<file path="config.mk">
export PLATFORM = sky130hd
export DESIGN_NAME = sorted_key_table_unit
export DESIGN_NICKNAME = d
export VERILOG_FILES = /design/src/rtl/skt_pkg.sv /design/src/rtl/skt_ram.sv /design/src/rtl/skt_engine.sv /design/src/rtl/sorted_key_table_unit.sv
export VERILOG_INCLUDE_DIRS = /design/src /design/src/rtl
export SDC_FILE = /design/constraint.sdc
export NUM_CORES = 1
export LEC_CHECK = 0
export BUFFER_PORTS_ARGS = -buffer_cell sky130_fd_sc_hd__buf_2
export CAP_MARGIN = 10
export CORE_MARGIN = 5
export CORE_UTILIZATION = 59
export CTS_BUF_LIST = sky130_fd_sc_hd__clkbuf_4 sky130_fd_sc_hd__clkbuf_8
export DETAILED_ROUTE_END_ITERATION = 10
export HOLD_SLACK_MARGIN = 0.1
export PLACE_DENSITY = 0.76
export SLEW_MARGIN = 15
export SYNTH_ARGS = -nofsm -noshare
export SYNTH_HDL_FRONTEND = slang
export SYNTH_SLANG_ARGS = --single-unit
</file>
<file path="constraint.sdc">
create_clock -name clock -period 5.4 [get_ports clock]
set_input_delay 0.27 -clock clock [delete_from_list [all_inputs] [get_ports clock]]
set_output_delay 0.27 -clock clock [all_outputs]
set_load 0.02 [all_outputs]
</file>
<file path="src/rtl/sorted_key_table_unit_defines.svh">
// Assertion helpers for the engine of the sorted key table.
`ifndef SORTED_KEY_TABLE_UNIT_DEFINES_SVH
`define SORTED_KEY_TABLE_UNIT_DEFINES_SVH

// The consequent must hold in the same cycle as the antecedent.
`define SKT_ASSERT_NOW(label, clk, rst, ante, cons, msg) \
   label: assert property (@(posedge clk) disable iff (rst) (ante) |-> (cons)) \
      else $error(msg);

// The consequent must hold in the cycle after the antecedent.
`define SKT_ASSERT_NEXT(label, clk, rst, ante, cons, msg) \
   label: assert property (@(posedge clk) disable iff (rst) (ante) |=> (cons)) \
      else $error(msg);

`endif

</file>
<file path="src/rtl/skt_pkg.sv">
package skt_pkg;

   localparam int KIND_W   = 2;
   localparam int KEY_W    = 15;
   localparam int SLOT_W   = 6;
   localparam int STATUS_W = 3;

   localparam logic [KIND_W-1:0] KIND_LOOKUP = 2'd0;
   localparam logic [KIND_W-1:0] KIND_INSERT = 2'd1;
   localparam logic [KIND_W-1:0] KIND_DELETE = 2'd2;

   localparam logic [STATUS_W-1:0] ST_FOUND    = 3'd0;
   localparam logic [STATUS_W-1:0] ST_INSERTED = 3'd1;
   localparam logic [STATUS_W-1:0] ST_DELETED  = 3'd2;
   localparam logic [STATUS_W-1:0] ST_MISSING  = 3'd3;
   localparam logic [STATUS_W-1:0] ST_FULL     = 3'd4;

   typedef struct packed {
      logic [KIND_W-1:0] kind;
      logic [KEY_W-1:0]  key;
   } req_type;

   typedef struct packed {
      logic [SLOT_W-1:0]   slot;
      logic [STATUS_W-1:0] status;
   } rsp_type;

   typedef struct packed {
      logic    done;
      rsp_type rsp;
   } eng_out_type;

   typedef enum logic [2:0] {
      S_IDLE,
      S_SRCH,
      S_SCMP,
      S_CHECK,
      S_SHRD,
      S_SHWR,
      S_INRD,
      S_INWR
   } state_type;

endpackage

</file>
<file path="src/rtl/skt_ram.sv">
module skt_ram #(
   parameter int WIDTH = 15,
   parameter int DEPTH = 64
) (
   input  logic                     clock,
   input  logic                     we,
   input  logic [$clog2(DEPTH)-1:0] waddr,
   input  logic [WIDTH-1:0]         wdata,
   input  logic [$clog2(DEPTH)-1:0] raddr,
   output logic [WIDTH-1:0]         rdata
);

   logic [WIDTH-1:0] mem [DEPTH];
   logic [WIDTH-1:0] rdata_ff;

   always_ff @(posedge clock) begin
      if (we) begin
         mem[waddr] <= wdata;
      end
      rdata_ff <= mem[raddr];
   end

   assign rdata = rdata_ff;

endmodule

</file>
<file path="src/rtl/skt_engine.sv">
`include "sorted_key_table_unit_defines.svh"

module skt_engine
   import skt_pkg::*;
#(
   parameter int DEPTH = 64
) (
   input  logic                     clock,
   input  logic                     reset,
   input  logic                     req_valid,
   input  req_type                  req_data,
   output logic                     req_stall,
   input  logic                     take,
   output eng_out_type              eng_out,
   output logic                     ram_we,
   output logic [$clog2(DEPTH)-1:0] ram_waddr,
   output logic [KEY_W-1:0]         ram_wdata,
   output logic [$clog2(DEPTH)-1:0] ram_raddr,
   input  logic [KEY_W-1:0]         ram_rdata
);

   localparam int AW = $clog2(DEPTH);
   localparam int CW = $clog2(DEPTH + 1);
   localparam logic [CW-1:0] FULL_COUNT = CW'(DEPTH);
   localparam logic [CW-1:0] ONE = CW'(1);

   state_type state_ff, state_in;
   logic [KIND_W-1:0]   kind_ff, kind_in;
   logic [KEY_W-1:0]    key_ff, key_in;
   logic [CW-1:0]       lo_ff, lo_in;
   logic [CW-1:0]       hi_ff, hi_in;
   logic [CW-1:0]       idx_ff, idx_in;
   logic [CW-1:0]       count_ff, count_in;
   logic [SLOT_W-1:0]   slot_ff, slot_in;
   logic [STATUS_W-1:0] status_ff, status_in;

   logic [CW-1:0] mid;
   logic [CW-1:0] idx_up;
   logic [CW-1:0] idx_dn;
   logic          hit;

   // A finished transaction waits in done_ff until the output register is free.
   logic done_ff, done_in;
   logic finish;

   assign mid    = lo_ff + ((hi_ff - lo_ff) >> 1);
   assign idx_up = idx_ff + ONE;
   assign idx_dn = idx_ff - ONE;
   assign hit    = (lo_ff < count_ff) && (ram_rdata == key_ff);

   always_ff @(posedge clock) begin
      if (reset) begin
         state_ff <= S_IDLE;
         count_ff <= '0;
      end else begin
         state_ff <= state_in;
         count_ff <= count_in;
      end
      kind_ff   <= kind_in;
      key_ff    <= key_in;
      lo_ff     <= lo_in;
      hi_ff     <= hi_in;
      idx_ff    <= idx_in;
      slot_ff   <= slot_in;
      status_ff <= status_in;
   end

   always_comb begin
      state_in  = state_ff;
      kind_in   = kind_ff;
      key_in    = key_ff;
      lo_in     = lo_ff;
      hi_in     = hi_ff;
      idx_in    = idx_ff;
      count_in  = count_ff;
      slot_in   = slot_ff;
      status_in = status_ff;
      ram_we    = 1'b0;
      ram_waddr = idx_ff[AW-1:0];
      ram_wdata = ram_rdata;
      ram_raddr = lo_ff[AW-1:0];
      case (state_ff)
         S_IDLE: begin
            if (req_valid && !done_ff) begin
               kind_in  = req_data.kind;
               key_in   = req_data.key;
               lo_in    = '0;
               hi_in    = count_ff;
               state_in = S_SRCH;
            end
         end
         S_SRCH: begin
            if (lo_ff < hi_ff) begin
               ram_raddr = mid[AW-1:0];
               idx_in    = mid;
               state_in  = S_SCMP;
            end else begin
               ram_raddr = lo_ff[AW-1:0];
               state_in  = S_CHECK;
            end
         end
         S_SCMP: begin
            if (ram_rdata < key_ff) begin
               lo_in = idx_ff + ONE;
            end else begin
               hi_in = idx_ff;
            end
            state_in = S_SRCH;
         end
         S_CHECK: begin
            slot_in  = '0;
            state_in = S_IDLE;
            case (kind_ff)
               KIND_DELETE: begin
                  if (hit) begin
                     slot_in   = SLOT_W'(lo_ff);
                     status_in = ST_DELETED;
                     idx_in    = lo_ff;
                     state_in  = S_SHRD;
                  end else begin
                     status_in = ST_MISSING;
                  end
               end
               KIND_INSERT: begin
                  if (hit) begin
                     slot_in   = SLOT_W'(lo_ff);
                     status_in = ST_FOUND;
                  end else if (count_ff == FULL_COUNT) begin
                     status_in = ST_FULL;
                  end else begin
                     slot_in   = SLOT_W'(lo_ff);
                     status_in = ST_INSERTED;
                     idx_in    = count_ff;
                     state_in  = S_INRD;
                  end
               end
               default: begin
                  if (hit) begin
                     slot_in   = SLOT_W'(lo_ff);
                     status_in = ST_FOUND;
                  end else begin
                     status_in = ST_MISSING;
                  end
               end
            endcase
         end
         S_SHRD: begin
            if (idx_up < count_ff) begin
               ram_raddr = idx_up[AW-1:0];
               state_in  = S_SHWR;
            end else begin
               count_in = count_ff - ONE;
               state_in = S_IDLE;
            end
         end
         S_SHWR: begin
            ram_we    = 1'b1;
            ram_waddr = idx_ff[AW-1:0];
            ram_wdata = ram_rdata;
            idx_in    = idx_up;
            state_in  = S_SHRD;
         end
         S_INRD: begin
            if (idx_ff > lo_ff) begin
               ram_raddr = idx_dn[AW-1:0];
               state_in  = S_INWR;
            end else begin
               ram_we    = 1'b1;
               ram_waddr = lo_ff[AW-1:0];
               ram_wdata = key_ff;
               count_in  = count_ff + ONE;
               state_in  = S_IDLE;
            end
         end
         S_INWR: begin
            ram_we    = 1'b1;
            ram_waddr = idx_ff[AW-1:0];
            ram_wdata = ram_rdata;
            idx_in    = idx_dn;
            state_in  = S_INRD;
         end
         default: begin
            state_in = S_IDLE;
         end
      endcase
   end

   assign finish = (state_ff != S_IDLE) && (state_in == S_IDLE);

   always_comb begin
      done_in = done_ff;
      if (done_ff && take) begin
         done_in = 1'b0;
      end
      if (finish) begin
         done_in = 1'b1;
      end
   end

   always_ff @(posedge clock) begin
      if (reset) begin
         done_ff <= 1'b0;
      end else begin
         done_ff <= done_in;
      end
   end

   assign req_stall          = (state_ff != S_IDLE) || done_ff;
   assign eng_out.done       = done_ff;
   assign eng_out.rsp.slot   = slot_ff;
   assign eng_out.rsp.status = status_ff;

   `SKT_ASSERT_NOW(a_count_bound, clock, reset, 1'b1, count_ff <= FULL_COUNT,
      "fill count above depth")
   `SKT_ASSERT_NOW(a_search_order, clock, reset, state_ff == S_SRCH, lo_ff <= hi_ff,
      "search bounds crossed")
   `SKT_ASSERT_NOW(a_write_phase, clock, reset, ram_we,
      state_ff == S_SHWR || state_ff == S_INWR || state_ff == S_INRD,
      "table written outside a shift")
   `SKT_ASSERT_NEXT(a_count_steady, clock, reset,
      state_ff == S_IDLE || state_ff == S_SRCH || state_ff == S_SCMP,
      count_ff == $past(count_ff), "fill count moved during search")

endmodule

</file>
<file path="src/rtl/sorted_key_table_unit.sv">
// Channel   Direction  Payload                  Handshake
// req       in         req_type {kind, key}     req_valid / req_stall
// rsp       out        rsp_type {slot, status}  rsp_valid / rsp_stall
//
// A transaction runs a binary search, each probe a key read (S_SRCH) and a compare
// (S_SCMP), then a last key read and check (S_CHECK), and hands off the result.
// A delete that hits, or an insert of a new key, then shifts the later keys, one read and one write per moved key.
// Reset clears the fill count and the control state; the key RAM is not cleared.
// The result waits in an output register, so a stalled response holds the engine
// only once its next result is ready.
module sorted_key_table_unit
   import skt_pkg::*;
#(
   parameter int DEPTH = 64
) (
   input  logic    clock,
   input  logic    reset,
   input  logic    req_valid,
   output logic    req_stall,
   input  req_type req_data,
   output logic    rsp_valid,
   input  logic    rsp_stall,
   output rsp_type rsp_data
);

   localparam int AW = $clog2(DEPTH);

   eng_out_type      eng_out;
   logic             take;
   logic             ram_we;
   logic [AW-1:0]    ram_waddr;
   logic [KEY_W-1:0] ram_wdata;
   logic [AW-1:0]    ram_raddr;
   logic [KEY_W-1:0] ram_rdata;

   logic    rsp_valid_ff, rsp_valid_in;
   rsp_type rsp_data_ff, rsp_data_in;

   skt_ram #(
      .WIDTH(KEY_W),
      .DEPTH(DEPTH)
   ) u_ram (
      .clock(clock),
      .we   (ram_we),
      .waddr(ram_waddr),
      .wdata(ram_wdata),
      .raddr(ram_raddr),
      .rdata(ram_rdata)
   );

   skt_engine #(
      .DEPTH(DEPTH)
   ) u_engine (
      .clock    (clock),
      .reset    (reset),
      .req_valid(req_valid),
      .req_data (req_data),
      .req_stall(req_stall),
      .take     (take),
      .eng_out  (eng_out),
      .ram_we   (ram_we),
      .ram_waddr(ram_waddr),
      .ram_wdata(ram_wdata),
      .ram_raddr(ram_raddr),
      .ram_rdata(ram_rdata)
   );

   assign take = eng_out.done && (!rsp_valid_ff || !rsp_stall);

   always_comb begin
      rsp_valid_in = rsp_valid_ff && rsp_stall;
      rsp_data_in  = rsp_data_ff;
      if (take) begin
         rsp_valid_in = 1'b1;
         rsp_data_in  = eng_out.rsp;
      end
   end

   always_ff @(posedge clock) begin
      if (reset) begin
         rsp_valid_ff <= 1'b0;
      end else begin
         rsp_valid_ff <= rsp_valid_in;
      end
      rsp_data_ff <= rsp_data_in;
   end

   assign rsp_valid = rsp_valid_ff;
   assign rsp_data  = rsp_data_ff;

endmodule
</file>
# After elaboration in Yosys (flattened, before gate mapping)
# Memories as Yosys holds them, arrays and structs flattened. A register that Yosys moved wholly into a read port is not among the register bits.
# Cells that the tools add are included.
[classes] addsub=6 magnitude_cmp=5 n_mux=48 reduce_logical=24 eq_ne=21
[ops] cell="7-bit two-way mux" n=10
[ops] cell="7-bit case mux with 2 select lines" n=4
[ops] cell="6-bit two-way mux" n=9
[ops] cell="15-bit two-way mux" n=2
[ops] cell="7-bit case mux with 4 select lines" n=1
[ops] cell="3-bit two-way mux" n=8
[ops] cell="3-bit case mux with 8 select lines" n=1
[ops] cell="7-bit less-than comparator" n=3
[ops] cell="6-bit case mux with 3 select lines" n=1
[ops] cell="15-bit == test" n=1
[ops] cell="15-bit less-than comparator" n=1
[ops] cell="7-bit by 1-bit adder with 7-bit output, second input constant" n=2
[ops] cell="7-bit by 1-bit subtractor with 7-bit output, second input constant" n=2
[ops] cell="3-bit == test, second input constant" n=4
[ops] cell="3-bit case mux with 2 select lines" n=2
[ops] cell="3-bit AND reduction" n=3
[ops] cell="1-bit two-way mux" n=8
[ops] cell="7-bit by 6-bit adder with 7-bit output" n=1
[ops] cell="7-bit == test, second input constant" n=1
[ops] cell="7-bit greater-than comparator" n=1
[ops] cell="7-bit subtractor" n=1
[ops] cell="3-bit by 2-bit == test with 1-bit output, second input constant" n=2
[ops] cell="1-bit logical AND" n=6
[ops] cell="3-bit zero test" n=2
[ops] cell="18 further kinds" n=28
[word_totals] reg_bits=68 mem_count=1 output_inout_bits=11 in_bits=21 mem_bits_rw=960
[memory_table] name="u_ram.mem" words=64 word_bits=15 read_ports=1 rd_ports_with_merged_regs=1 write_ports=1 line_no="skt_ram.sv:13" rtl="logic [WIDTH-1:0] mem [DEPTH];"

# Longest topological paths before layout
[logic_depth] depth_word=8 ltp_mapped=21 ltp_nobuf=20

# Modules after synthesis
# Synthesis repeated with hierarchy kept, for this count alone.
[hier_totals] cells_unflattened=2181 hier_area_um2=42293.1
[modules_own_cells] module="skt_ram" cells_each=1638 instances=1 area_each_um2=37189.4
[modules_own_cells] module="skt_engine" cells_each=530 instances=1 area_each_um2=4797.1
[modules_own_cells] module="sorted_key_table_unit" cells_each=13 instances=1 area_each_um2=306.5

# Least setup slack after synthesis
# OpenSTA, ideal clock, no wires.
[synth_path] path_kind="reg-to-reg" start="register u_engine.lo_ff[4]" end="memory u_ram.mem[0][0] (data pin)" t_required_ns=4.698 stages_incl_launch_ff=9 period_less_slack_ns=5.121 path_slack_ns=0.279 t_arrival_ns=4.418 setup_ns=0.702 path_cell_list="edfxtp_1 inv_1 ha_1 nand4_1 a21o_1 a21o_1 clkbuf_1 buf_1 o21ai_0"
[synth_via] elab_chain_cells=3
[synth_lines] item="from (decl)" line_no="skt_engine.sv:30" rtl="logic [CW-1:0] lo_ff, lo_in;"
[synth_lines] item="from (signal assigned)" line_no="skt_engine.sv:61" rtl="lo_ff <= lo_in;"
[synth_lines] item="7-bit greater-than comparator" line_no="skt_engine.sv:164" rtl="if (idx_ff > lo_ff) begin"
[synth_lines] item="15-bit two-way mux" line_no="skt_engine.sv:164"
[synth_lines] item="15-bit two-way mux" line_no="skt_engine.sv:82" rtl="case (state_ff)"
[synth_lines] item="via ram_wdata[0]" line_no="sorted_key_table_unit.sv:32" rtl="logic [KEY_W-1:0] ram_wdata;"
[synth_lines] item="to (decl)" line_no="skt_ram.sv:13"
# The timed path passes the listed nets, and every way through them passes these cells.

# Worst setup path after layout
[layout_path] start="register u_engine.idx_ff[0]" end="register u_ram.rdata_ff[8] (netlist: u_ram.rdata[8]), read port of u_ram.mem"
[layout_via] elab_chain_cells=4
[layout_lines] item="from (decl)" line_no="skt_engine.sv:32" rtl="logic [CW-1:0] idx_ff, idx_in;"
[layout_lines] item="from (signal assigned)" line_no="skt_engine.sv:63" rtl="idx_ff <= idx_in;"
[layout_lines] item="7-bit by 1-bit adder with 7-bit output (*)" line_no="skt_engine.sv:47" rtl="assign idx_up = idx_ff + ONE;"
[layout_lines] item="via u_engine.idx_up[4]" line_no="skt_engine.sv:38" rtl="logic [CW-1:0] idx_up;"
[layout_lines] item="7-bit less-than comparator" line_no="skt_engine.sv:148" rtl="if (idx_up < count_ff) begin"
[layout_lines] item="6-bit two-way mux (*)" line_no="skt_engine.sv:148"
[layout_lines] item="6-bit case mux with 3 select lines (*)" line_no="skt_engine.sv:82"
[layout_lines] item="to (decl)" line_no="skt_ram.sv:14" rtl="logic [WIDTH-1:0] rdata_ff;"
# The timed path passes the listed nets; every way through them passes the cells marked *.
# A chain may end at the register's enable or synchronous reset.

==> results_dict.tcl <==
set metrics [dict create \
    ir_worst_vdd_uv 340.6 \
    rsz0062_at_grt "yes" \
    fp.dieW_um 279.2 \
    io_buffers 31 \
    syn_nets 3443 \
    status "completed" \
    cts_tree "done" \
    antenna_found_initial 2 \
    critPathCaptureType "flop" \
    synthCells 3362 \
    clkSinkCount 1043 \
    critPathLaunchType "flop" \
    p_total_mw 22.28 \
    post_cts_buffers 0 \
    powerDensity_nw_per_um2 457.7 \
    clk_latency_ns 0.83 \
    dieHeight_um 279.2 \
    slew_headroom 0.2051 \
    p_leak_nw 17.22 \
    synth-main-ff-cell "edfxtp_1" \
    critPathKind "reg -> reg" \
    grt_overflow 0 \
    final_nets 3662 \
    synth_top_area_share 0.7135 \
    ios 32 \
    drt_iter0_markers 4357 \
    cap_viol_max_count 0 \
    hold_class "in -> reg" \
    htree_levels 4 \
    synth_edf_count 1016 \
    finalSetupViolations 0 \
    syn_area_um2 42760 \
    path_max_fanout 25 \
    gp_congestion 0.9429 \
    clk_path_buf_depth 3 \
    dr.pass1.iters 8 \
    drcViolationCount 0 \
    clockRootBuffer "clkbuf_8" \
    grt_pass1_wl_um 171200 \
    placed_area_um2 45130 \
    synth_seq_cells 1043 \
    worstPathRequired_ns 6.09 \
    start_util 0.5961 \
    vias 29000 \
    finalHoldViolations 0 \
    numCtsBuffers 163 \
    core_um2 71730 \
    grt_use_total 0.2904 \
    avgViaCountPerCell 6.220 \
    period_share 0.9624 \
    dp_hpwl_um 69230 \
    dieArea_um2 77960 \
    drv_slew 0 \
    worst_pin_slew_ns 1.192 \
    max_clock_freq_mhz 192.4 \
    layout_min_cycle_time_ns 5.197 \
    synth.avg_cell_area_um2 12.72 \
    wirelength_um 115000 \
    finalInstanceArea_um2 48680 \
    yosysSeqAreaShare 0.7261 \
    grt_max_degree 124 \
    grt_pass1_vias 28150 \
    synthArstFlopShare 0 \
    skew_ns 0.03340 \
    ant_nets 0 \
    synth_cell_types 70 \
    yosys_warnings 0 \
    ys_top_cells_by_area "edfxtp_1 (71%), nand2_1 (8.5%), nand3_1 (5.1%), nand4_1 (1.8%), ha_1 (1.7%)" \
    worstPathArrival_ns 5.89 \
    whs_ns 0.1654 \
    final_layout_size_suffix_gt1_frac 0.1409 \
    synth_top_area_cell "edfxtp_1" \
    tns_ns 0 \
    clk_pin_slew_worst_paths_ns 0.07 \
    area_growth_pct 13.85 \
    wire_per_inst_um 24.66 \
    placementRows 98 \
]
[layout make-up]
cell class / instances / area, um^2
Tap cell: 950 / 1189
Antenna cell: 1 / 2.502
Sequential cell: 1043 / 31050
Inverter: 50 / 187.7
Timing Repair Buffer: 238 / 2252
Clock inverter: 67 / 470.5
Fill cell: 4852 / 23050
Multi-Input combinational cell: 2085 / 10730
Clock buffer: 228 / 2800
[report_power, final]
group | internal [mW] | total [mW] | switching (mW)
Combinational | 1.49 | 5.35 | 3.86
Sequential | 10.1 | 10.3 | 0.160
Clock | 3.57 | 6.64 | 3.08
Total | 15.2 | 22.3 | 7.09
[worst max-delay path, stage by stage (launching register included)]
cell      delay (ns)
edfxtp_1        0.53
ha_1            0.28
nand3_1         0.08
xor2_1          0.30
inv_1           0.08
ha_1            0.29
a211oi_1        0.26
nor2_1          0.11
or4_4           0.44
a31o_4          0.31
a21boi_1        0.45
and2b_4         0.36
buf_12          0.23
buf_12          0.21
nand3_1         0.11
nand4_1         0.19
o22ai_1         0.21
or4_1           0.57
[layer usage]
| layer | up-vias | wire length, um | global-route usage |
|---|---|---|---|
| met4 | 0 | 4335 | 0.1175 |
| met2 | 1905 | 53710 | 0.4508 |
| met1 | 14070 | 43240 | 0.4067 |
| met5 | - | 0 | 0 |
| li1 | 12740 | - | - |
| met3 | 284 | 13700 | 0.06371 |
[path summary, 6_finish.rpt]
check | cells past startpoint | startpoint | slack (ns) | end
max | 17 | u_engine.idx_ff[0]$_DFFE_PP_ | 0.20 | u_ram.rdata[8]$_DFF_P_
min | 2 | req_data[16] | 0.17 | u_engine.kind_ff[1]$_DFFE_PP_
max reg2reg | 17 | u_engine.idx_ff[0]$_DFFE_PP_ | 0.20 | u_ram.rdata[8]$_DFF_P_
min reg2reg | 0 | u_engine.slot_ff[2]$_DFFE_PP_ | 0.43 | rsp_data[5]$_DFFE_PP_
[synth_stat cells (4+ instances only)]
library cell  count
mux2_2           20
buf_6            17
mux2i_1          22
xnor2_1          16
nand4_1         121
buf_4             5
a21o_1           15
o21ai_0          48
a21oi_1          24
a31oi_1          39
edfxtp_1       1016
o31ai_1           5
or3_1             4
o21bai_1          4
or4_1            14
nand2b_1          8
inv_1            50
nor2_1          112
clkbuf_1         93
buf_2            55
dfxtp_1          27
xor2_1           11
and2_1           10
nand3b_1          5
nor2b_1           6
a211oi_1         14
a22oi_1           4
nand2_1         974
nand3_1         439
a32o_1            6
o21a_1           10
buf_1            14
o22ai_1          34
a221oi_1          4
ha_1             57
nor3b_1           4
[sequential cells by signal, indices dropped and copies added (netlist names)]
name and flops:
u_engine.slot_ff 6, u_engine.hi_ff 7, u_engine.done_ff 1, u_engine.state_ff 3
u_engine.count_ff 7, u_engine.key_ff 15, u_ram.rdata 15, rsp_data 9
u_engine.status_ff 3, rsp_valid 1, u_engine.kind_ff 2, u_engine.lo_ff 7
u_engine.idx_ff 7, u_ram.mem 960
[cells in the final DEF (no fill, tap or decap), types with 5 or more instances in the layout]
| cell type | netlist | layout |
|---|---|---|
| a211oi_1 | 14 | 14 |
| a21o_1 | 15 | 15 |
| a21oi_1 | 24 | 24 |
| a31oi_1 | 39 | 39 |
| a32o_1 | 6 | 6 |
| and2_1 | 10 | 10 |
| buf_12 | 0 | 39 |
| buf_2 | 55 | 31 |
| buf_4 | 5 | 146 |
| clkbuf_4 | 0 | 54 |
| clkbuf_8 | 0 | 174 |
| clkinv_1 | 0 | 30 |
| clkinv_2 | 0 | 19 |
| dfxtp_1 | 27 | 27 |
| dlygate4sd3_1 | 0 | 22 |
| edfxtp_1 | 1016 | 1016 |
| ha_1 | 57 | 57 |
| inv_1 | 50 | 50 |
| mux2_2 | 20 | 17 |
| mux2i_1 | 22 | 22 |
| nand2_1 | 974 | 974 |
| nand2b_1 | 8 | 8 |
| nand3_1 | 439 | 439 |
| nand3b_1 | 5 | 5 |
| nand4_1 | 121 | 121 |
| nor2_1 | 112 | 111 |
| nor2b_1 | 6 | 5 |
| o21a_1 | 10 | 10 |
| o21ai_0 | 48 | 47 |
| o22ai_1 | 34 | 28 |
| o22ai_2 | 0 | 5 |
| o31ai_1 | 5 | 5 |
| or4_1 | 14 | 14 |
| xnor2_1 | 16 | 16 |
| xor2_1 | 11 | 11 |
[timing repair]
action / CTS / global route
setup endpoints to repair: 0 / 6
hold buffers: 22 / 0
gates resized for setup: 0 / 7
hold endpoints to repair: 29 / 0
[kinds of logic after synthesis]
| family | Yosys count | share of synthesized area |
|---|---|---|
| flops | 1043 | 0.7261 |
| mux | 42 | 0.01042 |
| compound gates | 241 | 0.03871 |
| xor+xnor | 27 | 0.005530 |
| fa+ha+maj | 60 | 0.01808 |
| buf+inv | 234 | 0.02557 |
| simple gates | 1715 | 0.1756 |
[through the flow]
stage               cells  utilization  setup slack, ns
finish               4662       0.6787           0.2031
global route         4662       0.6787         -0.02036
CTS                  4661       0.6779          0.01096
detailed placement   4344       0.6292           0.1416
global placement     4344       0.6292           0.2516
floorplan            3362            -           0.2795
No activity file was read; power rests on OpenSTA's default activity.
